$ cat config.mk
export PLATFORM = sky130hd
export DESIGN_NAME = compass_heading_smoother_core
export DESIGN_NICKNAME = d
export VERILOG_FILES = /design/src/design/chs_pkg.sv /design/src/design/compass_heading_smoother_core.sv
export SDC_FILE = /design/constraint.sdc
export NUM_CORES = 2
export LEC_CHECK = 0
export ABC_CLOCK_PERIOD_IN_PS = 18420
export BUFFER_PORTS_ARGS = -buffer_cell sky130_fd_sc_hd__buf_2
export CAP_MARGIN = 20
export CORE_MARGIN = 8
export CORE_UTILIZATION = 33
export CTS_CLUSTER_DIAMETER = 80
export DETAILED_ROUTE_END_ITERATION = 10
export HOLD_SLACK_MARGIN = 0.15
export PLACE_DENSITY = 0.55
export SLEW_MARGIN = 20
export SYNTH_ARGS = -nofsm -noshare
export SYNTH_HDL_FRONTEND = slang
export SYNTH_SLANG_ARGS = --single-unit
export TNS_END_PERCENT = 5
$ cat constraint.sdc
create_clock -name clk -period 18.42 [get_ports clk]
set_input_delay 0.921 -clock clk [delete_from_list [all_inputs] [get_ports clk]]
set_output_delay 0.921 -clock clk [all_outputs]
set_load 0.02 [all_outputs]
$ cat src/design/chs_pkg.sv
`timescale 1ns / 1ps

package chs_pkg;

  typedef struct packed {
    logic signed [15:0] raw_x;
    logic signed [15:0] raw_y;
  } chs_in_t;

  typedef struct packed {
    logic signed [15:0] smooth_x;
    logic signed [15:0] smooth_y;
    logic signed [15:0] heading;
    logic               accepted;
  } chs_out_t;

  typedef enum logic [1:0] {
    REG_OFFSET_X   = 2'd0,
    REG_OFFSET_Y   = 2'd1,
    REG_GATE_LIMIT = 2'd2
  } chs_reg_t;

  typedef enum logic [2:0] {
    S_IDLE,
    S_CHECK,
    S_DIV,
    S_DIVW,
    S_PREP,
    S_ROT,
    S_FIN
  } chs_state_t;

  localparam logic [14:0] GATE_RESET = 15'd500;

  // 2^18 / 5 rounded up; exact quotient for any dividend below 2^18.
  localparam logic [15:0] RECIP5 = 16'd52429;

  localparam int ATAN_ENTRIES = 24;
  localparam int ATAN_IDX_W   = 5;
  localparam int X_W          = 28;
  localparam int Z_W          = 34;

  localparam logic signed [Z_W-1:0] PI_Q30 = 34'sd3373259426;

  function automatic logic signed [Z_W-1:0] atan_q30(input logic [ATAN_IDX_W-1:0] idx);
    logic signed [Z_W-1:0] v;
    case (idx)
      5'd0:    v = 34'sh03243F6A8;
      5'd1:    v = 34'sh01DAC6705;
      5'd2:    v = 34'sh00FADBAFC;
      5'd3:    v = 34'sh007F56EA6;
      5'd4:    v = 34'sh003FEAB76;
      5'd5:    v = 34'sh001FFD55B;
      5'd6:    v = 34'sh000FFFAAA;
      5'd7:    v = 34'sh0007FFF55;
      5'd8:    v = 34'sh0003FFFEA;
      5'd9:    v = 34'sh0001FFFFD;
      5'd10:   v = 34'sh0000FFFFF;
      5'd11:   v = 34'sh00007FFFF;
      5'd12:   v = 34'sh00003FFFF;
      5'd13:   v = 34'sh00001FFFF;
      5'd14:   v = 34'sh00000FFFF;
      5'd15:   v = 34'sh000007FFF;
      5'd16:   v = 34'sh000003FFF;
      5'd17:   v = 34'sh000001FFF;
      5'd18:   v = 34'sh000000FFF;
      5'd19:   v = 34'sh0000007FF;
      5'd20:   v = 34'sh0000003FF;
      5'd21:   v = 34'sh0000001FF;
      5'd22:   v = 34'sh0000000FF;
      5'd23:   v = 34'sh00000007F;
      default: v = '0;
    endcase
    return v;
  endfunction

  // Rounds a Q30 angle to a fixed point angle with sh fewer fraction bits.
  function automatic logic signed [Z_W-1:0] to_angle(input logic signed [Z_W-1:0] z,
                                                      input int sh);
    logic signed [Z_W-1:0] half;
    half = Z_W'(64'd1 << (sh - 1));
    return (z + half) >>> sh;
  endfunction

  function automatic logic signed [15:0] sat16(input logic signed [16:0] v);
    logic signed [15:0] r;
    if (v > 17'sd32767) begin
      r = 16'sh7FFF;
    end else if (v < -17'sd32768) begin
      r = 16'sh8000;
    end else begin
      r = v[15:0];
    end
    return r;
  endfunction

endpackage

$ cat src/design/compass_heading_smoother_core.sv
`timescale 1ns / 1ps

// Compass heading smoother. Each transfer on the input channel carries one raw X/Y
// magnetometer sample; the block adds the per-axis calibration offsets, seeds the
// smoothing filter with the first sample after reset and afterwards folds in only
// samples whose corrected axes both lie within plus or minus gate_limit, moving each
// smoothed axis one fifth of the way toward the sample. Every sample yields exactly one
// result with the smoothed pair, an accepted flag and the heading atan2(y, x) in radians
// with ANGLE_FRAC_BITS fraction bits. A sample that updates the filter passes from its
// input transfer through the check, the divide for each axis, the set-up, the rotation
// and the final state back to idle while the output register is free: a rotation
// stage performs one CORDIC iteration per cycle, and the divide by five runs one axis
// at a time through a single multiplier. A seeding or gated-out sample skips the divide,
// and a zero vector skips the rotation.
// A sample whose result is done may wait in the output register while the next sample is
// taken in; if that result is still waiting when the next one is ready, the block holds
// in its last state until the waiting result's transfer. Configuration writes are
// accepted in any cycle and must only be issued while no sample is in flight.
module compass_heading_smoother_core
  import chs_pkg::*;
#(
  parameter int CORDIC_STEPS    = 16,
  parameter int ANGLE_FRAC_BITS = 13
) (
  input  logic        clk,
  input  logic        rst,
  input  logic        in_valid,
  output logic        in_ready,
  input  chs_in_t     in_data,
  output logic        out_valid,
  input  logic        out_ready,
  output chs_out_t    out_data,
  input  logic        cfg_valid,
  output logic        cfg_ready,
  input  logic [1:0]  cfg_index,
  input  logic [15:0] cfg_data
);

  localparam int ROT_STEPS = (CORDIC_STEPS < ATAN_ENTRIES) ? CORDIC_STEPS : ATAN_ENTRIES;
  localparam int IW        = $clog2(ROT_STEPS);
  localparam int SH        = 30 - ANGLE_FRAC_BITS;
  localparam logic signed [Z_W-1:0] ANGLE_LIM = to_angle(PI_Q30, SH);

  chs_state_t state, state_next;

  logic signed [15:0] offset_x;
  logic signed [15:0] offset_y;
  logic [14:0]        gate_limit;
  logic signed [15:0] filt_x;
  logic signed [15:0] filt_y;
  logic               seeded;
  logic               accepted;

  logic signed [16:0] cx;
  logic signed [16:0] cy;
  logic               axis;
  logic [33:0]        prod;
  logic               prod_neg;

  logic signed [X_W-1:0] x;
  logic signed [X_W-1:0] y;
  logic signed [Z_W-1:0] z;
  logic [IW-1:0]         i;

  logic                  fin_load;

  // Gate test.
  logic signed [16:0] gate_pos;
  logic signed [16:0] gate_neg;
  logic               in_gate;

  // Divide by five of c + 4*filt for the selected axis.
  logic signed [16:0] div_c;
  logic signed [15:0] div_f;
  logic signed [18:0] div_sum;
  logic signed [18:0] div_sum_neg;
  logic [17:0]        div_mag;
  logic [15:0]        quot;
  logic signed [16:0] quot_s;
  logic signed [15:0] quot_sat;

  // CORDIC set-up and one rotation.
  logic                  pre_zero;
  logic                  pre_neg;
  logic signed [16:0]    ext_x;
  logic signed [16:0]    ext_y;
  logic signed [16:0]    ax;
  logic signed [16:0]    ay;
  logic signed [X_W-1:0] rot_dx;
  logic signed [X_W-1:0] rot_dy;
  logic signed [Z_W-1:0] rot_atan;
  logic                  rot_last;

  logic signed [Z_W-1:0] ang;
  logic signed [Z_W-1:0] ang_clamped;

  assign gate_pos = signed'({2'b00, gate_limit});
  assign gate_neg = -gate_pos;
  assign in_gate  = (cx >= gate_neg) && (cx <= gate_pos) &&
                    (cy >= gate_neg) && (cy <= gate_pos);

  assign div_c       = axis ? cy : cx;
  assign div_f       = axis ? filt_y : filt_x;
  assign div_sum     = {{2{div_c[16]}}, div_c} + {div_f[15], div_f, 2'b00};
  assign div_sum_neg = -div_sum;
  assign div_mag     = div_sum[18] ? div_sum_neg[17:0] : div_sum[17:0];
  assign quot        = prod[33:18];
  assign quot_s      = prod_neg ? -signed'({1'b0, quot}) : signed'({1'b0, quot});
  assign quot_sat    = sat16(quot_s);

  assign pre_zero = (filt_x == 16'sd0) && (filt_y == 16'sd0);
  assign pre_neg  = filt_x[15];
  assign ext_x    = {filt_x[15], filt_x};
  assign ext_y    = {filt_y[15], filt_y};
  assign ax       = pre_neg ? -ext_x : ext_x;
  assign ay       = pre_neg ? -ext_y : ext_y;

  assign rot_dx   = y >>> i;
  assign rot_dy   = x >>> i;
  assign rot_atan = atan_q30(ATAN_IDX_W'(i));
  assign rot_last = (i == IW'(ROT_STEPS - 1));

  assign ang         = to_angle(z, SH);
  assign ang_clamped = (ang > ANGLE_LIM) ? ANGLE_LIM :
                       (ang < -ANGLE_LIM) ? -ANGLE_LIM : ang;

  always_comb begin
    state_next = state;
    case (state)
      S_IDLE:  if (in_valid) state_next = S_CHECK;
      S_CHECK: state_next = (seeded && in_gate) ? S_DIV : S_PREP;
      S_DIV:   state_next = S_DIVW;
      S_DIVW:  state_next = axis ? S_PREP : S_DIV;
      S_PREP:  state_next = pre_zero ? S_FIN : S_ROT;
      S_ROT:   if (rot_last) state_next = S_FIN;
      S_FIN:   if (fin_load) state_next = S_IDLE;
      default: state_next = S_IDLE;
    endcase
  end

  always_comb begin
    in_ready  = (state == S_IDLE);
    cfg_ready = 1'b1;
    fin_load  = (state == S_FIN) && (!out_valid || out_ready);
  end

  always_ff @(posedge clk) begin
    if (rst) begin
      state      <= S_IDLE;
      offset_x   <= '0;
      offset_y   <= '0;
      gate_limit <= GATE_RESET;
      filt_x     <= '0;
      filt_y     <= '0;
      seeded     <= 1'b0;
      out_valid  <= 1'b0;
    end else begin
      state <= state_next;

      if (cfg_valid) begin
        if (cfg_index == REG_OFFSET_X) begin
          offset_x <= cfg_data;
        end else if (cfg_index == REG_OFFSET_Y) begin
          offset_y <= cfg_data;
        end else if (cfg_index == REG_GATE_LIMIT) begin
          gate_limit <= cfg_data[14:0];
        end
      end

      if (fin_load) begin
        out_valid <= 1'b1;
      end else if (out_ready) begin
        out_valid <= 1'b0;
      end

      case (state)
        S_IDLE: begin
          if (in_valid) begin
            cx <= {in_data.raw_x[15], in_data.raw_x} + {offset_x[15], offset_x};
            cy <= {in_data.raw_y[15], in_data.raw_y} + {offset_y[15], offset_y};
          end
        end
        S_CHECK: begin
          axis <= 1'b0;
          if (!seeded) begin
            filt_x   <= sat16(cx);
            filt_y   <= sat16(cy);
            seeded   <= 1'b1;
            accepted <= 1'b1;
          end else begin
            accepted <= in_gate;
          end
        end
        S_DIV: begin
          prod     <= 34'(div_mag) * 34'(RECIP5);
          prod_neg <= div_sum[18];
        end
        S_DIVW: begin
          if (axis) begin
            filt_y <= quot_sat;
          end else begin
            filt_x <= quot_sat;
          end
          axis <= ~axis;
        end
        S_PREP: begin
          i <= '0;
          x <= {{(X_W - 25){ax[16]}}, ax, 8'h00};
          y <= {{(X_W - 25){ay[16]}}, ay, 8'h00};
          if (pre_zero || !pre_neg) begin
            z <= '0;
          end else begin
            z <= filt_y[15] ? -PI_Q30 : PI_Q30;
          end
        end
        S_ROT: begin
          // The sign of y picks the rotation direction; both updates use the old x and y.
          if (!y[X_W-1]) begin
            x <= x + rot_dx;
            y <= y - rot_dy;
            z <= z + rot_atan;
          end else begin
            x <= x - rot_dx;
            y <= y + rot_dy;
            z <= z - rot_atan;
          end
          i <= i + 1'b1;
        end
        S_FIN: begin
          if (fin_load) begin
            out_data.smooth_x <= filt_x;
            out_data.smooth_y <= filt_y;
            out_data.heading  <= ang_clamped[15:0];
            out_data.accepted <= accepted;
          end
        end
        default: ;
      endcase
    end
  end

endmodule

== Yosys cells after proc, flatten, opt, wreduce, memory -nomap -nowiden ==
Memory sizes are Yosys's and may differ from the RTL's. A register that Yosys moved wholly into a read port is not among the register bits.
Index checks and enable logic that the tools add are counted.
Word-level totals
  input port bits: 55
  register bits after elaboration: 298
  memory bits (read-only): 480
  memories kept: 1
  output and inout port bits: 52
Memories
  (no name shown): words 16, width 30, read ports 1, clocked after Yosys merged registers in 1, write ports 0, line chs_pkg.sv:47  | case (idx)
Operators by class
  reduce and logical (&&, ||, !) cells: 30
  multiply operators: 1
  bitwise logic cells: 4
  muxes and demuxes: 39
  add/sub/neg operators: 16
  shift-type cells: 2
  equality and inequality tests: 15
  $lt $le $gt $ge: 12
Operators with widths (count)
  2-to-1 mux 16 bit: 12
  case mux 28 bit (2 select lines): 2
  2-to-1 mux 34 bit: 3
  > comparator 17 x 16 -> 1 bit, second input constant: 4
  less-than comparator 17 x 16 -> 1 bit, second input constant: 4
  2-to-1 mux 17 bit: 4
  case mux 34 bit (2 select lines): 1
  case mux 16 bit (2 select lines): 2
  adder 28 bit: 2
  2-to-1 mux 28 bit: 2
  >>> shifter 28 x 4 -> 28 bit: 2
  subtractor 28 bit: 2
  negation 16 -> 17 bit: 3
  adder 16 x 16 -> 17 bit: 2
  adder 34 x 18 -> 34 bit, second input constant: 1
  adder 34 bit: 1
  greater-or-equal comparator 17 bit: 2
  <= comparator 17 x 16 -> 1 bit: 2
  multiplier 18 x 16 -> 34 bit, second input constant: 1
  subtractor 34 bit: 1
  logical NOT 16 bit: 2
  case mux 3 bit (7 select lines): 1
  adder 17 x 18 -> 19 bit: 1
  2-to-1 mux 18 bit: 1
  other kinds (27): 61

== Logic depth before layout (Yosys ltp) ==
  word-level depth: 8
  depth in mapped cells: 38
  mapped depth without buffers: 35

== Least setup slack after synthesis ==
No wires, ideal clock.
  path kind: reg2reg
  start: register axis
  end: register prod[33] (data pin)
  cell stages (with the launch flop): 34
  setup slack: 9.209 ns
  data arrival time: 8.943 ns
  setup time: 0.268 ns
  path through: edfxtp_1 > clkbuf_1 > clkbuf_1 > mux2_2 > ha_1 > a21o_1 > a2111o_1 > a22o_1 > or2_2 > clkbuf_1 > inv_1 > clkbuf_1 > o21ai_0 > xor2_1 > ha_1 > inv_1 > fa_1 > inv_1 > fa_1 > fa_1 > fa_1 > inv_1 > fa_1 > inv_1 > ha_1 > a21o_1 > a21oi_1 > o21ai_0 > a211o_1 > o31ai_1 > o21a_1 > o21ai_1 > o41ai_1 > xnor3_1
RTL lines
  from (decl): line compass_heading_smoother_core.sv:56  | logic axis;
  from (signal assigned): line compass_heading_smoother_core.sv:204  | axis <= ~axis;
  2-to-1 mux 17 bit / 2-to-1 mux 16 bit (equally long branches): line compass_heading_smoother_core.sv:102, compass_heading_smoother_core.sv:103
  adder 17 x 18 -> 19 bit *: line compass_heading_smoother_core.sv:104  | assign div_sum = {{2{div_c[16]}}, div_c} + {div_f[15], div_f, 2'b00};
  via div_sum[18]: line compass_heading_smoother_core.sv:75  | logic signed [18:0] div_sum;
  2-to-1 mux 18 bit *: line compass_heading_smoother_core.sv:106  | assign div_mag = div_sum[18] ? div_sum_neg[17:0] : div_sum[17:0];
  multiplier 18 x 16 -> 34 bit *: line compass_heading_smoother_core.sv:195  | prod <= 34'(div_mag) * 34'(RECIP5);
  to (signal assigned): line compass_heading_smoother_core.sv:195
  to (decl): line compass_heading_smoother_core.sv:57  | logic [33:0] prod;
The timed path passes the listed nets; every way through them passes the cells marked *.
A chain may end at the register's enable or synchronous reset.

== Final worst setup path ==
  start: register axis
  end: register prod[33] (data pin)
Between the ends
  cells in the longest elaborated chain, start to end: 5
RTL lines
  2-to-1 mux 17 bit / 2-to-1 mux 16 bit (equally long branches): line compass_heading_smoother_core.sv:102, compass_heading_smoother_core.sv:103
  adder 17 x 18 -> 19 bit *: line compass_heading_smoother_core.sv:104
  negation 18 bit: line compass_heading_smoother_core.sv:105  | assign div_sum_neg = -div_sum;
  2-to-1 mux 18 bit *: line compass_heading_smoother_core.sv:106
  multiplier 18 x 16 -> 34 bit *: line compass_heading_smoother_core.sv:195
Mark *: on every way between the ends. The rest lies on a longest branch, timed or not.

==> run metrics <==
hold buffer count at CTS=0; Slew Limit Headroom=0.291; half-perimeter wire length after detailed placement=70.0 mm; count of yosys warnings during synthesis=0; sequential element share of the synthesized area=0.264; number of buffer cells added on primary ports=105; kind of end point of the critical path=flop; Clk Tree Root Cell=clkbuf_16; shortest clock period the worst path allows after layout=10.08 ns; setup clock skew after layout=0.0296 ns; Inserted Clock Buffers=41; drt drc=0; number of hold-slack violations in the final timing report=0; Post-synth EDFFs=196; Max Slew Vio Count=0; number of distinct library cells after synthesis=88; Max Clock Freq=99.2 MHz; maximum level of the CTS H-tree=2; depth of the critical timing path with buffers and inverters included=31; total length of routed wires=89.2 mm; termination of the worst setup path=prod[33]$_DFFE_PP_; most frequent cells in the layout=356 x ha_1, 321 x inv_1, 291 x nand2_1, 261 x a21oi_1, 240 x nor2_1; CTS clk-pin slew, worst paths=0.06 ns; total via count in the routed design=25000; Layout Area Growth over Synthesis=10.3%; clock tree from TritonCTS=built; initial antenna violation count=1; Routability Congestion=0.915; max-cap check violation count=0; endpoint of the worst-slack reg-to-reg timing path=prod[33]$_DFFE_PP_; io pins=107; Die Footprint=104000 µm²; wire length per cell after detailed routing=18.9 µm; share of layout cells above drive strength 1=0.103; Rows=112; first-pass GRT wire length=139 mm; height of the die=322 µm; net count after synthesis=3883; hold_sp=accepted$_SDFFCE_PN1P_; post-route clock period utilization=0.547; total setup violations reported at the end of the flow=0; Initial DRT Pass Iterations=6; reg2reg path depth=31; outcome=complete, no violations; Clk Latency, worst-skew pair=0.60 ns; slowest stage delay, CP=0.63 ns; required arrival time at the worst endpoint=18.74 ns; combined area of all synthesized cells=30900 µm²; number of global-route vias before repair=24400; critical path fanouts, max=41; drt initial violations=1628; number of nets still failing antenna checks after routing=0; maximum number of pins on one net before global-route repair=66; TNS Setup=0 ns; deepest clock path buffer count=3; Worst Setup Path Type=reg -> reg; WP buf/inv=5; cell count after synthesis=3376; GRT Total Usage=0.168; standard cell core area=93000 µm²; total of flip-flops plus latches after synthesis=309; post-CTS setup buffer count=0; crit path DAT=10.40 ns; reg2reg start=axis$_DFFE_PP_; unrepaired setup endpoints after global routing=no; async set or reset register ratio after synthesis=0; Critical Path Source Type=flop; prevailing post-synth register cell=edfxtp_1; ant diodes=0; Least-Margin Pin Slew=1.05 ns; count of nets after finishing=3933; post-cts sizing count=0; global route total overflow=0; number of sinks on the clock net=309; horizontal extent of the die=322 µm; CP Launch Point=axis$_DFFE_PP_; slowest stage cell on the critical path=o31ai_1; kind of cell with the highest combined delay on the critical path=compound AO/OA/AOI/OAI gates; via density per instance=5.30; type of the tightest min-delay check=reg -> reg; starting density of the core=0.332; reg-to-reg slack, setup=8.34 ns; most common cell after layout, fill and taps aside=ha_1; per-instance average area after synthesis=9.14 µm²
-- layer usage --
layer,GRT usage,vias to the layer above,part of all wire
met5,0,-,0
met4,0.0399,0,0.023
met3,0.0286,121,0.059
met2,0.274,627,0.45
met1,0.231,11900,0.47
li1,-,12300,-
-- worst reg2reg max path: cells and delay by family, from the launching register on --
kind	cells	cell delay, ns
and+or+nand+nor	1	0.50
AOI/OAI and AO/OA	13	3.51
adders and majority gates	8	3.39
muxes	2	0.56
DFF	1	0.32
buffers and inverters	5	0.75
xor gates and xnor gates	2	0.76
-- kinds of logic after synthesis --
kind of cell               share of synthesized area
and+or+nand+nor                                0.138
other                                       0.000122
DFF                                            0.264
xor gates and xnor gates                      0.0808
buffers and inverters                         0.0577
AOI/OAI and AO/OA                              0.168
adders and majority gates                      0.207
muxes                                         0.0838
-- layout make-up --
class / count / area (µm²)
Timing Repair Buffer: 128 / 701
Clock inverter: 27 / 323
Inverter: 323 / 1210
Multi-Input combinational cell: 2623 / 21000
Sequential cell: 309 / 8150
Clock buffer: 49 / 1100
Fill cell: 9541 / 59000
Tap cell: 1254 / 1570
-- worst min path at each step --
stage                            end  slack, ns  depth (start not counted)
2_1_floorplan  out_data[0]$_DFFE_PP_       0.40                          0
3_3_place_gp   out_data[0]$_DFFE_PP_       0.42                          0
3_5_place_dp   out_data[0]$_DFFE_PP_       0.42                          0
4_1_cts        out_data[0]$_DFFE_PP_       0.43                          0
5_1_grt        out_data[0]$_DFFE_PP_       0.43                          0
6_report       out_data[0]$_DFFE_PP_       0.42                          0
-- stage by stage --
| step | hold slack (ns) | setup slack (ns) | util | cells | instance area (µm²) |
|---|---|---|---|---|---|
| CTS | 0.431 | 8.39 | 0.366 | 4713 | 34000 |
| detailed placement | 0.416 | 8.44 | 0.350 | 4637 | 32600 |
| floorplan | 0.400 | 9.21 | - | 3376 | 30900 |
| global placement | 0.419 | 8.56 | 0.350 | 4637 | 32600 |
| global route | 0.428 | 7.58 | 0.366 | 4713 | 34000 |
| finish | 0.425 | 8.34 | 0.366 | 4713 | 34000 |
-- flip-flops by register name, indices dropped and copies added (netlist names), 3 cells and up --
name and count:
y 28, filt_x 16, offset_y 16, gate_limit 15
filt_y 16, rot_atan 29, prod 16, i 4
z 34, state 3, cx 17, cy 17
out_data 49, x 28, offset_x 16
-- Yosys cell counts (10+ instances only) --
cell	n	area [µm²]
ha_1	356	4450
inv_1	322	1210
nand2_1	292	1100
a21oi_1	264	1320
nor2_1	241	905
edfxtp_1	196	5890
o21ai_0	196	981
xnor2_1	187	1640
dfxtp_1	113	2260
fa_1	96	1920
xor2_1	95	832
clkbuf_1	93	349
a21o_1	72	541
mux4_2	69	1550
nand3_1	59	295
nor3_1	59	295
mux2_2	46	518
mux2i_1	37	370
and3_1	36	225
a311oi_1	35	307
nand2b_1	34	213
o21a_1	31	233
a31oi_1	30	188
nand4_1	30	188
o31ai_1	27	203
nor2b_1	26	163
o21bai_1	26	195
a211oi_1	24	180
o211ai_1	22	165
or3_1	17	106
nor4_1	16	100
and2_1	14	87.6
o21ai_1	12	60.1
nand3b_1	11	82.6
o41ai_1	11	96.3
or2_2	11	68.8
a21boi_0	10	75.1
or4_1	10	75.1
Power is left out: the tool's default activity adds up to more than one toggle a clock period on the data nets, which glitch-free logic cannot reach.
